**src/hw/rtl/mlsm_pkg.sv**
```systemverilog
// shared types and constants of the matrix line sum max block
// depends on nothing; imported by every module of the block
`default_nettype none

package mlsm_pkg;

    localparam int ELEM_W       = 16;
    localparam int SIDE_CFG_W   = 8;
    localparam int OUT_W        = 22;
    localparam int MAX_SIDE_DEF = 128;
    localparam int SUM_W_DEF    = ELEM_W + $clog2(MAX_SIDE_DEF) + 1;

    localparam logic [SIDE_CFG_W-1:0] SIDE_RESET = 8'd100;
    localparam logic [OUT_W-1:0]      OUT_MAX    = 22'h3FFFFF;

    // control that travels with one request down the max pipeline
    typedef struct packed {
        logic valid;
        logic last;   // last element of a matrix
    } t_stage_ctl;

endpackage

`default_nettype wire

```
**src/hw/rtl/mlsm_cell.sv**
```systemverilog
// one cell of the column sum line: holds one column sum
// depends on mlsm_pkg
`default_nettype none

module mlsm_cell
    import mlsm_pkg::*;
#(
    parameter int SUM_W = SUM_W_DEF
) (
    input  wire                    i_clk,
    input  wire                    i_en,
    input  wire                    i_tail,
    input  wire signed [SUM_W-1:0] i_wr,
    input  wire signed [SUM_W-1:0] i_next,
    output logic signed [SUM_W-1:0] o_sum
);

    logic signed [SUM_W-1:0] r_sum;

    // the tail cell takes the fresh sum, the others take their neighbor
    always_ff @(posedge i_clk) begin
        if (i_en) begin
            r_sum <= i_tail ? i_wr : i_next;
        end
    end

    assign o_sum = r_sum;

endmodule

`default_nettype wire

```
**src/hw/rtl/mlsm_col_chain.sv**
```systemverilog
// line of column sum cells; a sum written at the tail is at cell 0 when its
// column comes up in the next row. depends on mlsm_pkg, mlsm_cell
`default_nettype none

module mlsm_col_chain
    import mlsm_pkg::*;
#(
    parameter int MAX_SIDE = MAX_SIDE_DEF,
    parameter int SUM_W    = SUM_W_DEF,
    parameter int IDX_W    = (MAX_SIDE > 1) ? $clog2(MAX_SIDE) : 1
) (
    input  wire                    i_clk,
    input  wire                    i_en,
    input  wire        [IDX_W-1:0] i_last_idx,
    input  wire signed [SUM_W-1:0] i_wr,
    output logic signed [SUM_W-1:0] o_head
);

    logic signed [SUM_W-1:0] w_sum [MAX_SIDE];

    for (genvar k = 0; k < MAX_SIDE; k++) begin : g_cell
        logic signed [SUM_W-1:0] w_next;
        logic                    w_tail;

        if (k == MAX_SIDE - 1) begin : g_end
            assign w_next = i_wr;
        end else begin : g_mid
            assign w_next = w_sum[k+1];
        end

        assign w_tail = (IDX_W'(k) == i_last_idx);

        mlsm_cell #(
            .SUM_W (SUM_W)
        ) u_cell (
            .i_clk  (i_clk),
            .i_en   (i_en),
            .i_tail (w_tail),
            .i_wr   (i_wr),
            .i_next (w_next),
            .o_sum  (w_sum[k])
        );
    end

    assign o_head = w_sum[0];

endmodule

`default_nettype wire

```
**config.mk**
```make
export PLATFORM = sky130hd
export DESIGN_NAME = mlsm_col_chain
export DESIGN_NICKNAME = d
export VERILOG_FILES = /design/src/hw/rtl/mlsm_pkg.sv /design/src/hw/rtl/mlsm_cell.sv /design/src/hw/rtl/mlsm_col_chain.sv
export SDC_FILE = /design/constraint.sdc
export NUM_CORES = 2
export LEC_CHECK = 0
export BUFFER_PORTS_ARGS = -buffer_cell sky130_fd_sc_hd__buf_2
export CAP_MARGIN = 15
export CORE_MARGIN = 3
export CORE_UTILIZATION = 31
export CTS_CLUSTER_DIAMETER = 30
export DETAILED_ROUTE_END_ITERATION = 12
export PLACE_DENSITY = 0.51
export SETUP_SLACK_MARGIN = 0.5
export SYNTH_ARGS = -nofsm -noshare
export SYNTH_HDL_FRONTEND = slang
export SYNTH_HIERARCHICAL = 1
export SYNTH_SLANG_ARGS = --single-unit
```
**constraint.sdc**
```tcl
create_clock -name i_clk -period 1.9 [get_ports i_clk]
set_input_delay 0 -clock i_clk [delete_from_list [all_inputs] [get_ports i_clk]]
set_output_delay 0 -clock i_clk [all_outputs]
set_load 0.01 [all_outputs]
```
==> summary.txt <==
Place
  – IO Port Bufs: 56
  – GP Congestion: 0.726
  – Placed Cells: 13.0k
  – Area after DPL: 154000 sq um
  – Post-place setup slack: -213 ps
  – Post-DP HPWL: 175 mm

Critical path
  – CP max stage cell: or4b_4
  – Reg2Reg Setup Slack: 770 ps
  – Crit Path Class: in -> reg
  – CP max FO: 12
  – Critical Path RT: 2630 ps
  – CP Data Arrival Time: 2440 ps
  – Critical path startpoint: i_last_idx[2]
  – Worst Path Buf+Inv: 4
  – Critical R2R Capture: g_cell[67].u_cell/o_sum[4]$_DFFE_PP_
  – CP Capture Type: register
  – Setup crit start kind: input pin
  – Crit path largest cell delay: 660 ps
  – RR Startpoint: g_cell[68].u_cell/o_sum[4]$_DFFE_PP_
  – Crit-path cells: buf_2 > dlygate4sd3_1 > or4b_4 > buf_12 > nor2_4 > clkbuf_16 > mux2_4
  – Largest delay share family, worst path: buffers and inverters
  – Reg2reg path depth: 1

Power
  – Pwr Total: 212 mW
  – Pleak: 65.6 nW
  – Peak VDD IR: 0.983 mV
  – Total power divided by cell area: 1190 nW/um^2

Min path
  – Hold crit path type: in -> reg
  – Hold Path Sink: g_cell[81].u_cell/o_sum[4]$_DFFE_PP_
  – Min-delay src: i_last_idx[2]
  – Hold Path Stages: 6

STA
  – F_max: 584 MHz
  – Max-slew headroom: 0.296
  – Worst Skew: 59.7 ps
  – Final setup violating endpoints: 0
  – Final worst slack: 188 ps
  – Final cycle utilization of the critical path: 0.901
  – Slew Viols, Final: 0
  – Final min period: 1710 ps
  – Final hold viol count: 0
  – Worst slew pin tran: 1060 ps
  – RSZ-0062 raised after global routing: yes

Layout
  – Fin area: 179000 sq um
  – Layout net count: 7595
  – Layout Cells excl Fill: 14.3k
  – Area delta synth->final: 24.1%
  – Final Util: 0.387
  – FILL cells: 41.5k
  – Reg area: 92200 sq um
  – Max FFs per register: 3072
  – Multi-input combinational cell area: 46800 sq um
  – Share of cells above drive strength 1: 0.589

Yosys
  – Syn Inst Count: 6710
  – Synth Area in Simple Gates: 0.00517
  – Largest family of logic cells by synthesized area: multiplexers
  – Distinct cells, synth: 19
  – XOR/XNOR share of the synthesized area: 0
  – Syn nets: 6743
  – Flop and latch count out of synthesis: 3072
  – Yosys warns: 6
  – Largest cells by area after synthesis: edfxtp_1 (64%), mux2_4 (27%), mux2_2 (4.0%)
  – Synth area leader: edfxtp_1
  – Synth Area in Compound Gates: 0
  – Top-count cell post-synth: edfxtp_1
  – Mapped Avg Cell Area: 21.4 sq um
  – Top cell type's share of synthesized area: 0.641
  – Post-synthesis adder-cell area fraction: 0
  – Mapped Area: 144000 sq um
  – Post-synth EDFFs: 3072
  – Fraction of registers with async set/reset: 0
  – Ys flop type: edfxtp_1
  – Sequential area share after synthesis: 0.641
  – Mux cell area share after synthesis: 0.307
  – Most instantiated cells after synthesis: edfxtp_1 (3072), mux2_4 (2560), mux2_2 (512), buf_12 (256), buf_6 (132)

Route
  – Remaining DRCs: 0
  – DRT iter0 DRCs: 4153
  – DRT Wirelength: 304 mm
  – Routed Antenna Nets: 0
  – Routed vias: 64.2k
  – Drt via density: 4.48
  – DR WL/cell: 21.2 um
  – Pre-Repair DR Iteration Count: 4

Floorplan
  – Area of the core: 461000 sq um
  – Die footprint: 472000 sq um
  – Chip height: 687 um
  – Row cnt: 249
  – Die width: 687 um
  – Initial Util: 0.312
  – IO Count: 57

Clock tree
  – CTS Buf Count: 713
  – CTS tree: done
  – Clk slew on worst S/H paths: 50 ps
  – Clk buf depth: 4
  – Clock sinks: 3072
  – Clock latency reported for the late side of the worst-skew pair: 1040 ps
  – CTS H-tree lvls: 6
  – Clock Root Buffer: clkbuf_16

Global route
  – Global-route wire length before repair: 462 mm
  – Global-route usage over all layers: 0.126
  – Largest net degree at the start of global routing: 92
  – Initial antenna violation count: 20
  – Vias in the first global route: 70.7k
  – Grt total ovfl: 0

Job
  – Max-cap viol count: 0

Outcome
  – Status: complete, no violations
## through the flow
| step | hold slack (ps) | setup TNS [ps] |
|---|---|---|
| 2_1_floorplan | 112 | 0 |
| 3_3_place_gp | 413 | -169230 |
| 3_5_place_dp | 413 | -160480 |
| 4_1_cts | -118 | 0 |
| 5_1_grt | -11.4 | 0 |
| 6_report | 32.1 | 0 |
## tightest hold or removal path, stage by stage
cell	delay, ps
buf_2	110
or4b_1	180
buf_4	170
nor2_4	50
buf_12	160
mux2_4	210
## where the power goes
part	switching, mW	internal (mW)
clock	39.4	81.8
sequential	1.23	79.4
combinational	4.70	5.63
total	45.3	167
## cell families after synthesis
family	Yosys count
buffers and inverters	414
DFF	3072
muxes	3072
and+or+nand+nor	152
## area by class of cell
class	count	share of cell area
sequential	3072	0.516
multi-input combinational	3224	0.262
clock buffer	817	0.102
timing repair buffer	551	0.0435
tap	6149	0.0431
clock inverter	496	0.0328
antenna	5	0.0000700
## repair_timing
item / 4_1_cts / 5_1_grt
gates cloned: 0 / 2
endpoints found under the setup margin: 24 / 1927
pin swaps: 0 / 2
resized for setup: 1 / 3
endpoints found under the hold margin: 5423 / 70
hold buffers: 33 / 1
buffers inserted: 0 / 1
## cell usage in the layout (no fill, tap or decap)
master / n
nor2_4: 115
nand3b_1: 3
edfxtp_1: 3072
nand3_2: 1
clkinv_4: 22
buf_4: 184
diode_2: 5
clkbuf_1: 102
clkinv_1: 131
clkbuf_8: 15
inv_16: 13
or3b_2: 1
or4b_1: 3
clkinvlp_4: 64
or3b_1: 2
buf_2: 30
nor2_2: 13
clkinv_16: 22
nand4_1: 1
buf_12: 277
or4b_4: 1
buf_6: 10
nand4bb_2: 6
dlygate4sd3_1: 32
inv_6: 19
bufinv_16: 96
clkinv_8: 7
mux2_4: 2807
clkbuf_16: 717
nand4b_1: 4
or3_1: 1
clkbuf_2: 1
mux2_2: 265
or4_4: 1
clkinv_2: 122
## worst max path at each step
stage | end | slack (ps) | cells past startpoint
after floorplan | g_cell[71].u_cell/o_sum[10]$_DFFE_PP_ | 210 | 8
after CTS | o_head[2] | 220 | 1
final | g_cell[104].u_cell/o_sum[19]$_DFFE_PP_ | 190 | 7
after detailed placement | g_cell[114].u_cell/o_sum[6]$_DFFE_PP_ | -210 | 6
after global placement | g_cell[116].u_cell/o_sum[8]$_DFFE_PP_ | -240 | 7
after global routing | g_cell[104].u_cell/o_sum[21]$_DFFE_PP_ | 230 | 7
## routing by layer
metal	track usage	up-vias	routed length, um
met5	0	-	11
met4	0.0363	2	6860
met3	0.0243	546	14200
met2	0.205	1329	144000
met1	0.171	33800	139000
li1	-	28500	-
Power figures use the tool's default switching activity.
