[config.mk]
export PLATFORM = sky130hd
export DESIGN_NAME = mlsm_max_pipe
export DESIGN_NICKNAME = d
export VERILOG_FILES = /design/src/hw/rtl/mlsm_pkg.sv /design/src/hw/rtl/mlsm_max_pipe.sv
export SDC_FILE = /design/constraint.sdc
export NUM_CORES = 1
export LEC_CHECK = 0
export BUFFER_PORTS_ARGS = -buffer_cell sky130_fd_sc_hd__buf_4
export CAP_MARGIN = 25
export CORE_MARGIN = 5
export CORE_UTILIZATION = 58
export DETAILED_ROUTE_END_ITERATION = 8
export GPL_TIMING_DRIVEN = 0
export PLACE_DENSITY = 0.81
export SLEW_MARGIN = 20
export SYNTH_ARGS = -nofsm -noshare
export SYNTH_HDL_FRONTEND = slang
export SYNTH_SLANG_ARGS = --single-unit
[constraint.sdc]
create_clock -name i_clk -period 3.05 [get_ports i_clk]
set_input_delay 0.1525 -clock i_clk [delete_from_list [all_inputs] [get_ports i_clk]]
set_output_delay 0.1525 -clock i_clk [all_outputs]
set_load 0.05 [all_outputs]
[src/hw/rtl/mlsm_pkg.sv]
// shared types and constants of the matrix line sum max block
// depends on nothing; imported by every module of the block
`default_nettype none

package mlsm_pkg;

    localparam int ELEM_W       = 16;
    localparam int SIDE_CFG_W   = 8;
    localparam int OUT_W        = 22;
    localparam int MAX_SIDE_DEF = 128;
    localparam int SUM_W_DEF    = ELEM_W + $clog2(MAX_SIDE_DEF) + 1;

    localparam logic [SIDE_CFG_W-1:0] SIDE_RESET = 8'd100;
    localparam logic [OUT_W-1:0]      OUT_MAX    = 22'h3FFFFF;

    // control that travels with one request down the max pipeline
    typedef struct packed {
        logic valid;
        logic last;   // last element of a matrix
    } t_stage_ctl;

endpackage

`default_nettype wire

[src/hw/rtl/mlsm_max_pipe.sv]
// max tree over line sum candidates, running best and result register
// depends on mlsm_pkg
`default_nettype none

module mlsm_max_pipe
    import mlsm_pkg::*;
#(
    parameter int SUM_W = SUM_W_DEF
) (
    input  wire                    i_clk,
    input  wire                    i_rst_n,
    input  wire                    i_adv,
    input  wire                    i_clear,
    input  t_stage_ctl             i_ctl,
    input  wire signed [SUM_W-1:0] i_col,
    input  wire signed [SUM_W-1:0] i_row,
    input  wire signed [SUM_W-1:0] i_main,
    input  wire signed [SUM_W-1:0] i_anti,
    output logic                   o_res_valid,
    output logic       [OUT_W-1:0] o_best,
    output logic                   o_busy
);

    t_stage_ctl              r_s2_ctl;
    t_stage_ctl              r_s3_ctl;
    logic signed [SUM_W-1:0] r_s2_a;
    logic signed [SUM_W-1:0] r_s2_b;
    logic signed [SUM_W-1:0] r_s3_m;
    logic signed [SUM_W-1:0] r_best;
    logic                    r_out_valid;
    logic        [OUT_W-1:0] r_out;

    logic signed [SUM_W-1:0] n_best;
    logic signed [31:0]      w_best_ext;
    logic        [OUT_W-1:0] w_sat;

    always_comb begin
        n_best     = (r_s3_m > r_best) ? r_s3_m : r_best;
        w_best_ext = 32'(n_best);
        if (w_best_ext > $signed({10'd0, OUT_MAX})) begin
            w_sat = OUT_MAX;
        end else begin
            w_sat = w_best_ext[OUT_W-1:0];
        end
    end

    always_ff @(posedge i_clk) begin
        if (!i_rst_n) begin
            r_s2_ctl    <= '0;
            r_s3_ctl    <= '0;
            r_best      <= '0;
            r_out_valid <= 1'b0;
        end else if (i_clear) begin
            r_best <= '0;
        end else if (i_adv) begin
            r_s2_ctl <= i_ctl;
            r_s3_ctl <= r_s2_ctl;
            if (r_s3_ctl.valid && r_s3_ctl.last) begin
                r_out_valid <= 1'b1;
                r_best      <= '0;
            end else begin
                r_out_valid <= 1'b0;
                if (r_s3_ctl.valid) begin
                    r_best <= n_best;
                end
            end
        end
    end

    always_ff @(posedge i_clk) begin
        if (i_adv) begin
            r_s2_a <= (i_col > i_row) ? i_col : i_row;
            r_s2_b <= (i_main > i_anti) ? i_main : i_anti;
            r_s3_m <= (r_s2_a > r_s2_b) ? r_s2_a : r_s2_b;
            if (r_s3_ctl.valid && r_s3_ctl.last) begin
                r_out <= w_sat;
            end
        end
    end

    assign o_res_valid = r_out_valid;
    assign o_best      = r_out;
    // something still in the max stages or a result waiting
    assign o_busy      = r_s2_ctl.valid || r_s3_ctl.valid || r_out_valid;

endmodule

`default_nettype wire

==> results.ini, run 1 <==
[sta]
setup_viol=0
slew_violations=0
worstMarginPinSlew_ns=0.902
holdWs_ns=0.0300
finalCriticalPeriod_ns=2.96
max_freq_mhz=337
skew_ns=0.0101
post-route-period-util_pct=97.2
hold_violations=0
timing.final.ws_setup_ns=0.0868
relSlewSlack_pct=39.9

[critical_path]
cp-end-kind=register
criticalPathCategory=register to register
crit_start=r_s3_m[23]
crit_arrival_ns=3.34
critPathRequiredTime_ns=3.42
worstPathMaxFanout=10
r2r-start=r_s3_m[23]
crit_path_start_kind=register

[cts]
clkSinkCount=123
cts.htree.levels=4
clk_pin_slew_ns=0.06
cts_inserted_buffers=17
clk_latency_ns=0.43
cts_root_buf=clkbuf_16
cts_buffer_depth=2
cts_tree=yes

[final_layout]
final_layout_size_suffix_gt1_share_pct=32.4
layout_common_cells=buf_4 (136), inv_1 (101), ha_1 (95)
nNetsFinal=1099
n_antenna_cell=0
final_common_cell=buf_4
design_area_um2=10000
syn_to_final_growth_pct=25.1

[grt]
grt_antenna_before_repair=0
grt_max_degree=76
overflow=0
busiest_layer=met2
grtUsageMet1_pct=27.4
use_met3_pct=6.15
track_usage_pct=23.8
grt_pass1_wl_um=31200
grt_pass1_vias=6671
use_met2_pct=41.9

[routing]
drt-initial-drc-count=411
route.detailed.drc=0
avgRoutedWirePerCell_um=17.3
wl_um=18900
via_per_inst=5.93
vias=6486
drt_pass1_iterations=6
drtAntennaViolNets=0

[floorplanning]
std_cell_rows=43
pin_count=126
die_h_um=128
die_w_um=128
start_util_pct=58.5
die_area_um2=16300
core_area_um2=13700

[pwr]
total_power_mw=5.94
p_per_area_nw_per_um2=592
p_leak_nw=4.35
ir_worst_vdd_mv=0.450

[placement]
dp_slack_ns=-0.422
gp_congestion=0.931
dpl-instance-area_um2=9190
dp_hpwl_um=14300
io_buffers=125

[synth]
async_flop_share_pct=0
yosysWarnings=0
ys_ff_latch=123
ys_types=50
syn-instance-count=747
syn-num-nets=945
yosys_most_used_dff=edfxtp_1
avgSynthCellArea_um2=10.7
synth_edf_count=94
synth_area_um2=8030
ys_seq_area_share_pct=42.4

[hold_path]
hold_class=input pin to register
hp-start=i_anti[2]

[run_status]
run_status=complete, no violations

[run]
cap_violations=0

-- repair_timing --
action | 4_1_cts | 5_1_grt
endpoints found under the setup margin | 66 | 69
hold endpoints to repair | 2 | 0
cloned | 0 | 1
pin swaps | 3 | 6
hold buffers | 2 | 0
setup buffers | 4 | 4
gates resized for setup | 17 | 25
-- where the power goes --
group	internal (mW)	total, mW	switching (mW)
logic	0.845	1.69	0.848
registers	2.06	2.21	0.147
clock network	1.30	2.04	0.734
-- stage by stage --
stage	cells	TNS, ns	utilization (%)
floorplan	747	0	-
global placement	1052	-20.85	67.0
global route	1094	-0.103	73.2
detailed placement	1052	-26.65	67.0
finish	1094	0	73.2
CTS	1089	0	72.3
-- logic make-up (layout without fill, tap and decap cells) --
family,Yosys count,count (layout),share of synthesized area [%]
AND/OR/NAND/NOR,160,160,10.5
multiplexers,52,52,8.15
adder cells (fa/ha/maj),96,96,15.0
buffers and inverters,131,298,6.69
flip-flops,123,123,42.4
AO/OA/AOI/OAI,185,185,17.3
-- synthesized netlist by cell type (all sizes together), types with 23 or more instances --
library cell	instances	share of area (%)
or2	23	1.8
ha	96	15
o221a	25	3.5
inv	101	4.7
mux2	47	7.5
o22a	24	2.6
nor3	26	1.6
nand2	25	1.2
edfxtp	94	35
nor2	35	1.6
a21oi	61	3.8
dfxtp	29	7.2
a22o	24	2.6
-- worst paths after layout --
| path | end | slack [ns] | cells past startpoint |
|---|---|---|---|
| worst max-delay path | r_best[17] | 0.09 | 12 |
| worst min-delay path | r_s2_b[2] | 0.03 | 2 |
| worst max register to register | r_best[17] | 0.09 | 12 |
| worst min register to register | o_res_valid | 0.49 | 2 |
-- layer usage --
metal  vias to the layer above  routed length [um]
met4                         0                 537
met2                       280                9570
met3                        49                1480
met5                         -                   0
li1                       3105                   -
met1                      3052                7360
-- registers in the layout (all words and copies together) (netlist names) --
| register | flops |
|---|---|
| r_s2_b | 24 |
| r_s2_a | 24 |
| r_s2_ctl | 2 |
| r_s3_ctl | 2 |
| r_best | 24 |
| r_s3_m | 24 |
| o_best | 22 |
| o_res_valid | 1 |
-- worst max-delay path: stages, from the launching register on --
cell and delay [ns]:
edfxtp_1 0.45, ha_4 0.33, nand4_1 0.17, nor4_4 0.34, nor3b_4 0.28, o2bb2ai_1 0.16
a21oi_2 0.04, buf_4 0.19, buf_4 0.14, o41ai_4 0.31, buf_4 0.21, buf_6 0.15
a22o_1 0.14
-- final cells by class --
cell class                      count  area, um2
Inverter                          101        379
Fill cell                         927       3680
Sequential cell                   123       3400
Clock buffer                       24        534
Timing Repair Buffer              136       1030
Clock inverter                      8       75.1
Multi-Input combinational cell    493       4210
Tap cell                          180        225
Buffer                             29        183
No activity file was read; power rests on OpenSTA's default activity.
==> run 2: changes to the inputs <==
SETUP_SLACK_MARGIN = 0.2   (was not set)
==> results.ini, run 2 (synthesis gave the netlist of run 1 again) <==
[placement]
io_buffers=125
gp_congestion=0.931
dp_hpwl_um=14300

[grt]
track_usage_pct=24.3
overflow=0
grt_pass1_wl_um=31800
grt_pass1_vias=6759
grt_antenna_before_repair=0
grt_max_degree=76

[critical_path]
critical_path.slowest_cell=edfxtp_1
crit_chain=inv_1, ha_1, nand4_1, buf_4, buf_4, o221a_2, o31ai_4, or3b_4, buf_8, clkbuf_16, o22a_1, o221a_2
crit_start=r_s2_b[20]
ff2ff_setup_slack_ns=0.08
r2r-start=r_s2_b[20]
criticalPathCategory=register to register
crit_buf_inv=5
worstPathMaxFanout=7
cp-end-kind=register
critPathRequiredTime_ns=3.23
crit_path_start_kind=register
crit_family=compound AO/OA/AOI/OAI gates
max_stage_delay_ns=0.44
crit_arrival_ns=3.15

[sta]
hold_violations=0
skew_ns=0.0141
holdWs_ns=0.0279
relSlewSlack_pct=38.3
fin_setup_tns_ns=0
max_freq_mhz=336
slew_violations=0
post-route-period-util_pct=97.5
finalCriticalPeriod_ns=2.97
grt_setup_unrepaired=true
worstMarginPinSlew_ns=0.926
setup_viol=0

[routing]
drtAntennaViolNets=0
drt_pass1_iterations=5
route.detailed.drc=0
vias=6756
wl_um=20800
via_per_inst=6.00
avgRoutedWirePerCell_um=18.5
drt-initial-drc-count=573

[cts]
clk_latency_ns=0.44
cts_buffer_depth=2
clkSinkCount=123
cts_tree=yes
cts_root_buf=clkbuf_16
cts_inserted_buffers=17
clk_pin_slew_ns=0.06
cts.htree.levels=4

[floorplanning]
start_util_pct=58.5
pin_count=126
die_h_um=128
core_area_um2=13700
die_w_um=128
std_cell_rows=43
die_area_um2=16300

[pwr]
p_per_area_nw_per_um2=594
ir_worst_vdd_mv=0.492
p_leak_nw=4.58

[final_layout]
fill_cells=817
final_common_cell=buf_4
final_layout_size_suffix_gt1_share_pct=36.4
nNetsFinal=1131
syn_to_final_growth_pct=31.2
n_antenna_cell=0
layout_common_cells=buf_4 (161), inv_1 (99), edfxtp_1 (94)

[hold_path]
hp-start=i_anti[2]
hold_class=input pin to register

[run_status]
run_status=complete, no violations

[run]
cap_violations=0

run 2: cell types whose count changed in the layout (fill, tap and decap cells not counted), moves of 3 or more:
| cell | change |
|---|---|
| clkbuf_2 | +3 |
| buf_2 | -4 |
| clkbuf_1 | -4 |
| buf_4 | +25 |
| buf_8 | +4 |
| ha_1 | -4 |
| ha_4 | +4 |
| buf_6 | +7 |
| o221a_4 | +4 |
| o221a_2 | -4 |
run 2: worst reg2reg max path: cells and delay by family (launching register included):
| kind | cells | cell delay, ns |
|---|---|---|
| compound gates | 4 | 0.79 |
| buf+inv | 5 | 0.63 |
| simple gates | 2 | 0.55 |
| fa+ha+maj | 1 | 0.30 |
| flops | 1 | 0.44 |
run 2: cell type report:
cell class / count / area, um2 / area share [%]
multi-input combinational: 493 / 4350 / 41.3
clock buffer: 24 / 534 / 5.07
inverter: 101 / 379 / 3.60
buffer: 30 / 255 / 2.42
clock inverter: 8 / 75.1 / 0.713
sequential: 123 / 3400 / 32.3
timing repair buffer: 167 / 1310 / 12.4
tap: 180 / 225 / 2.14
run 2: metrics by stage:
stage / setup slack (ns) / util, % / power (mW) / std cells / area (um2)
2_1_floorplan: 0.323 / - / 3.32 / 747 / 8030
3_3_place_gp: -0.382 / 67.0 / 3.68 / 1052 / 9190
3_5_place_dp: -0.422 / 67.0 / 3.78 / 1052 / 9190
4_1_cts: 0.199 / 73.8 / 5.96 / 1103 / 10100
5_1_grt: 0.0365 / 76.8 / 6.54 / 1126 / 10500
6_report: 0.0763 / 76.8 / 6.26 / 1126 / 10500
run 2: what timing repair did:
| item | in CTS | in global routing |
|---|---|---|
| gates cloned | 0 | 4 |
| resized for setup | 47 | 47 |
| pin swaps | 12 | 32 |
| setup endpoints to repair | 90 | 98 |
| hold endpoints to repair | 2 | 0 |
| hold buffers | 2 | 0 |
| setup buffers | 17 | 19 |
run 2: path summary, 6_finish.rpt:
path	to	depth (start not counted)
worst max register to register	r_s3_m[4]	12
worst max-delay path	r_s3_m[4]	12
worst min register to register	o_res_valid	2
worst min-delay path	r_s2_b[2]	2
run 2: report_power, final:
part           total, mW  leakage [nW]  switching (mW)  internal, mW
clock               2.05         0.304           0.745          1.30
sequential          2.21          1.13           0.151          2.06
combinational       1.99          3.14           0.963          1.03
total               6.26          4.58            1.86          4.40
run 2: routing by layer:
metal / track usage [%] / up-vias / share of wire (%)
met4: 10.3 / 0 / 2.8
li1: - / 3169 / -
met1: 27.8 / 3199 / 38
met3: 6.44 / 63 / 8.0
met2: 43.1 / 325 / 51
met5: 0 / - / 0
==> run 3: changes to the inputs <==
CORE_MARGIN = 3   (was 5)
CTS_CLUSTER_SIZE = 10   (was not set)
SKIP_CTS_REPAIR_TIMING = 1   (was not set)
==> results.ini, run 3 (synthesis gave the netlist of run 1 again) <==
[run_status]
run_status=finished, violations left
violations=hold timing

[routing]
avgRoutedWirePerCell_um=18.4
wl_um=20500
route.detailed.drc=0
vias=6715
drtAntennaViolNets=0
drt_pass1_iterations=6
drt-initial-drc-count=610
via_per_inst=6.02

[pwr]
total_power_mw=6.28
clkPwrFrac_pct=33.1
p_per_area_nw_per_um2=598
p_sw_share_pct=29.3
pwr-share-comb_pct=31.6
seqPwrFrac_pct=35.3
ir_worst_vdd_mv=0.456
p_int_mw=4.44
p_leak_nw=4.56
switchingPower_mw=1.84

[cts]
cts.htree.levels=4
clk_latency_ns=0.41
cts_buffer_depth=2
clkSinkCount=123
cts_tree=yes
clk_pin_slew_ns=0.06
cts_root_buf=clkbuf_16
cts_inserted_buffers=17

[critical_path]
critPathRequiredTime_ns=3.21
criticalPathCategory=register to register
crit_arrival_ns=3.17
cpMostUsedCell=a21oi_1
worstPathMaxFanout=8
cp-end-kind=register
crit_path_start_kind=register
critical_path.slowest_cell=edfxtp_1
crit_chain=ha_1, a21oi_1, o21ai_1, a21oi_1, o31ai_2, or3b_4, buf_8, clkbuf_16, o22a_1, o221a_2
max_stage_delay_ns=0.44

[sta]
relSlewSlack_pct=39.2
hold_violations=1
max_freq_mhz=333
worstMarginPinSlew_ns=0.912
timing.final.ws_setup_ns=0.0452
skew_ns=0.00771
slew_violations=0
setup_viol=0
finalCriticalPeriod_ns=3.00
post-route-period-util_pct=98.5
holdWs_ns=-0.0132
grt_setup_unrepaired=true

[floorplanning]
die_w_um=124
start_util_pct=59.9
core_area_um2=13400
die_h_um=124
std_cell_rows=42
pin_count=126
die_area_um2=15300

[hold_path]
hold_class=input pin to register

[final_layout]
final_layout_size_suffix_gt1_share_pct=36.2
fill_cells=781
multi_input_area_um2=4320
fin_util_pct=78.3
nNetsFinal=1125
final_common_cell=buf_4
n_antenna_cell=0
seqCellArea_um2=3400
stdcell_count=1116
syn_to_final_growth_pct=30.7
layout_common_cells=buf_4 (158), inv_1 (100), edfxtp_1 (94)

[grt]
grt_pass1_wl_um=29100
grt_antenna_before_repair=0
track_usage_pct=24.0
grt_pass1_vias=6410
grt_max_degree=76
overflow=0

[placement]
gp_congestion=0.883
dp.cells=1048
io_buffers=125
dp_slack_ns=-0.436
dp_hpwl_um=13900

[run]
cap_violations=0

## run 3: path summary, 6_finish.rpt
kind | from | to | slack (ns) | depth (start not counted)
setup / recovery | r_s2_a[11] | r_s3_m[8] | 0.05 | 10
hold / removal | i_ctl[1] | r_s2_ctl[1] | -0.01 | 3
hold reg to reg | r_best[18] | r_best[18] | 0.49 | 1
setup reg to reg | r_s2_a[11] | r_s3_m[8] | 0.05 | 10
## run 3: worst max-delay path, delay by kind of cell, from the launching register on
kind | cells | cell delay (ns)
adders and majority gates | 1 | 0.36
buffers and inverters | 2 | 0.31
AOI/OAI and AO/OA | 6 | 1.21
and+or+nand+nor | 1 | 0.44
DFF | 1 | 0.44
## run 3: final cells by class
| cell class | instances | area share [%] |
|---|---|---|
| multi-input cells | 493 | 41.2 |
| flip-flops and latches | 123 | 32.4 |
| repair buffers | 161 | 12.1 |
| clock buffers | 26 | 5.69 |
| inverters | 101 | 3.61 |
| plain buffers | 30 | 2.49 |
| well taps | 176 | 2.10 |
| clock inverters | 6 | 0.370 |
## run 3: layer usage
metal | vias up | track usage, % | part of all wire, %
met2 | 346 | 41.3 | 50
met1 | 3160 | 28.4 | 40
li1 | 3157 | - | -
met4 | 0 | 11.6 | 2.8
met5 | - | 0 | 0
met3 | 52 | 5.45 | 7.4
## run 3: through the flow
| step | TNS (ns) | instance area (um2) |
|---|---|---|
| final | 0 | 10500 |
| after global routing | -0.0424 | 10500 |
| after CTS | -21.74 | 9820 |
| after detailed placement | -26.35 | 9190 |
| after global placement | -20.30 | 9190 |
| after floorplan | 0 | 8030 |
## run 3: power groups by stage
stage | logic (mW) | registers, mW | clock network [mW]
2_1_floorplan | 1.14 | 2.18 | 0
3_3_place_gp | 1.46 | 2.22 | 0
3_5_place_dp | 1.54 | 2.23 | 0
4_1_cts | 1.57 | 2.20 | 2.09
5_1_grt | 2.16 | 2.23 | 2.16
6_report | 1.99 | 2.21 | 2.08
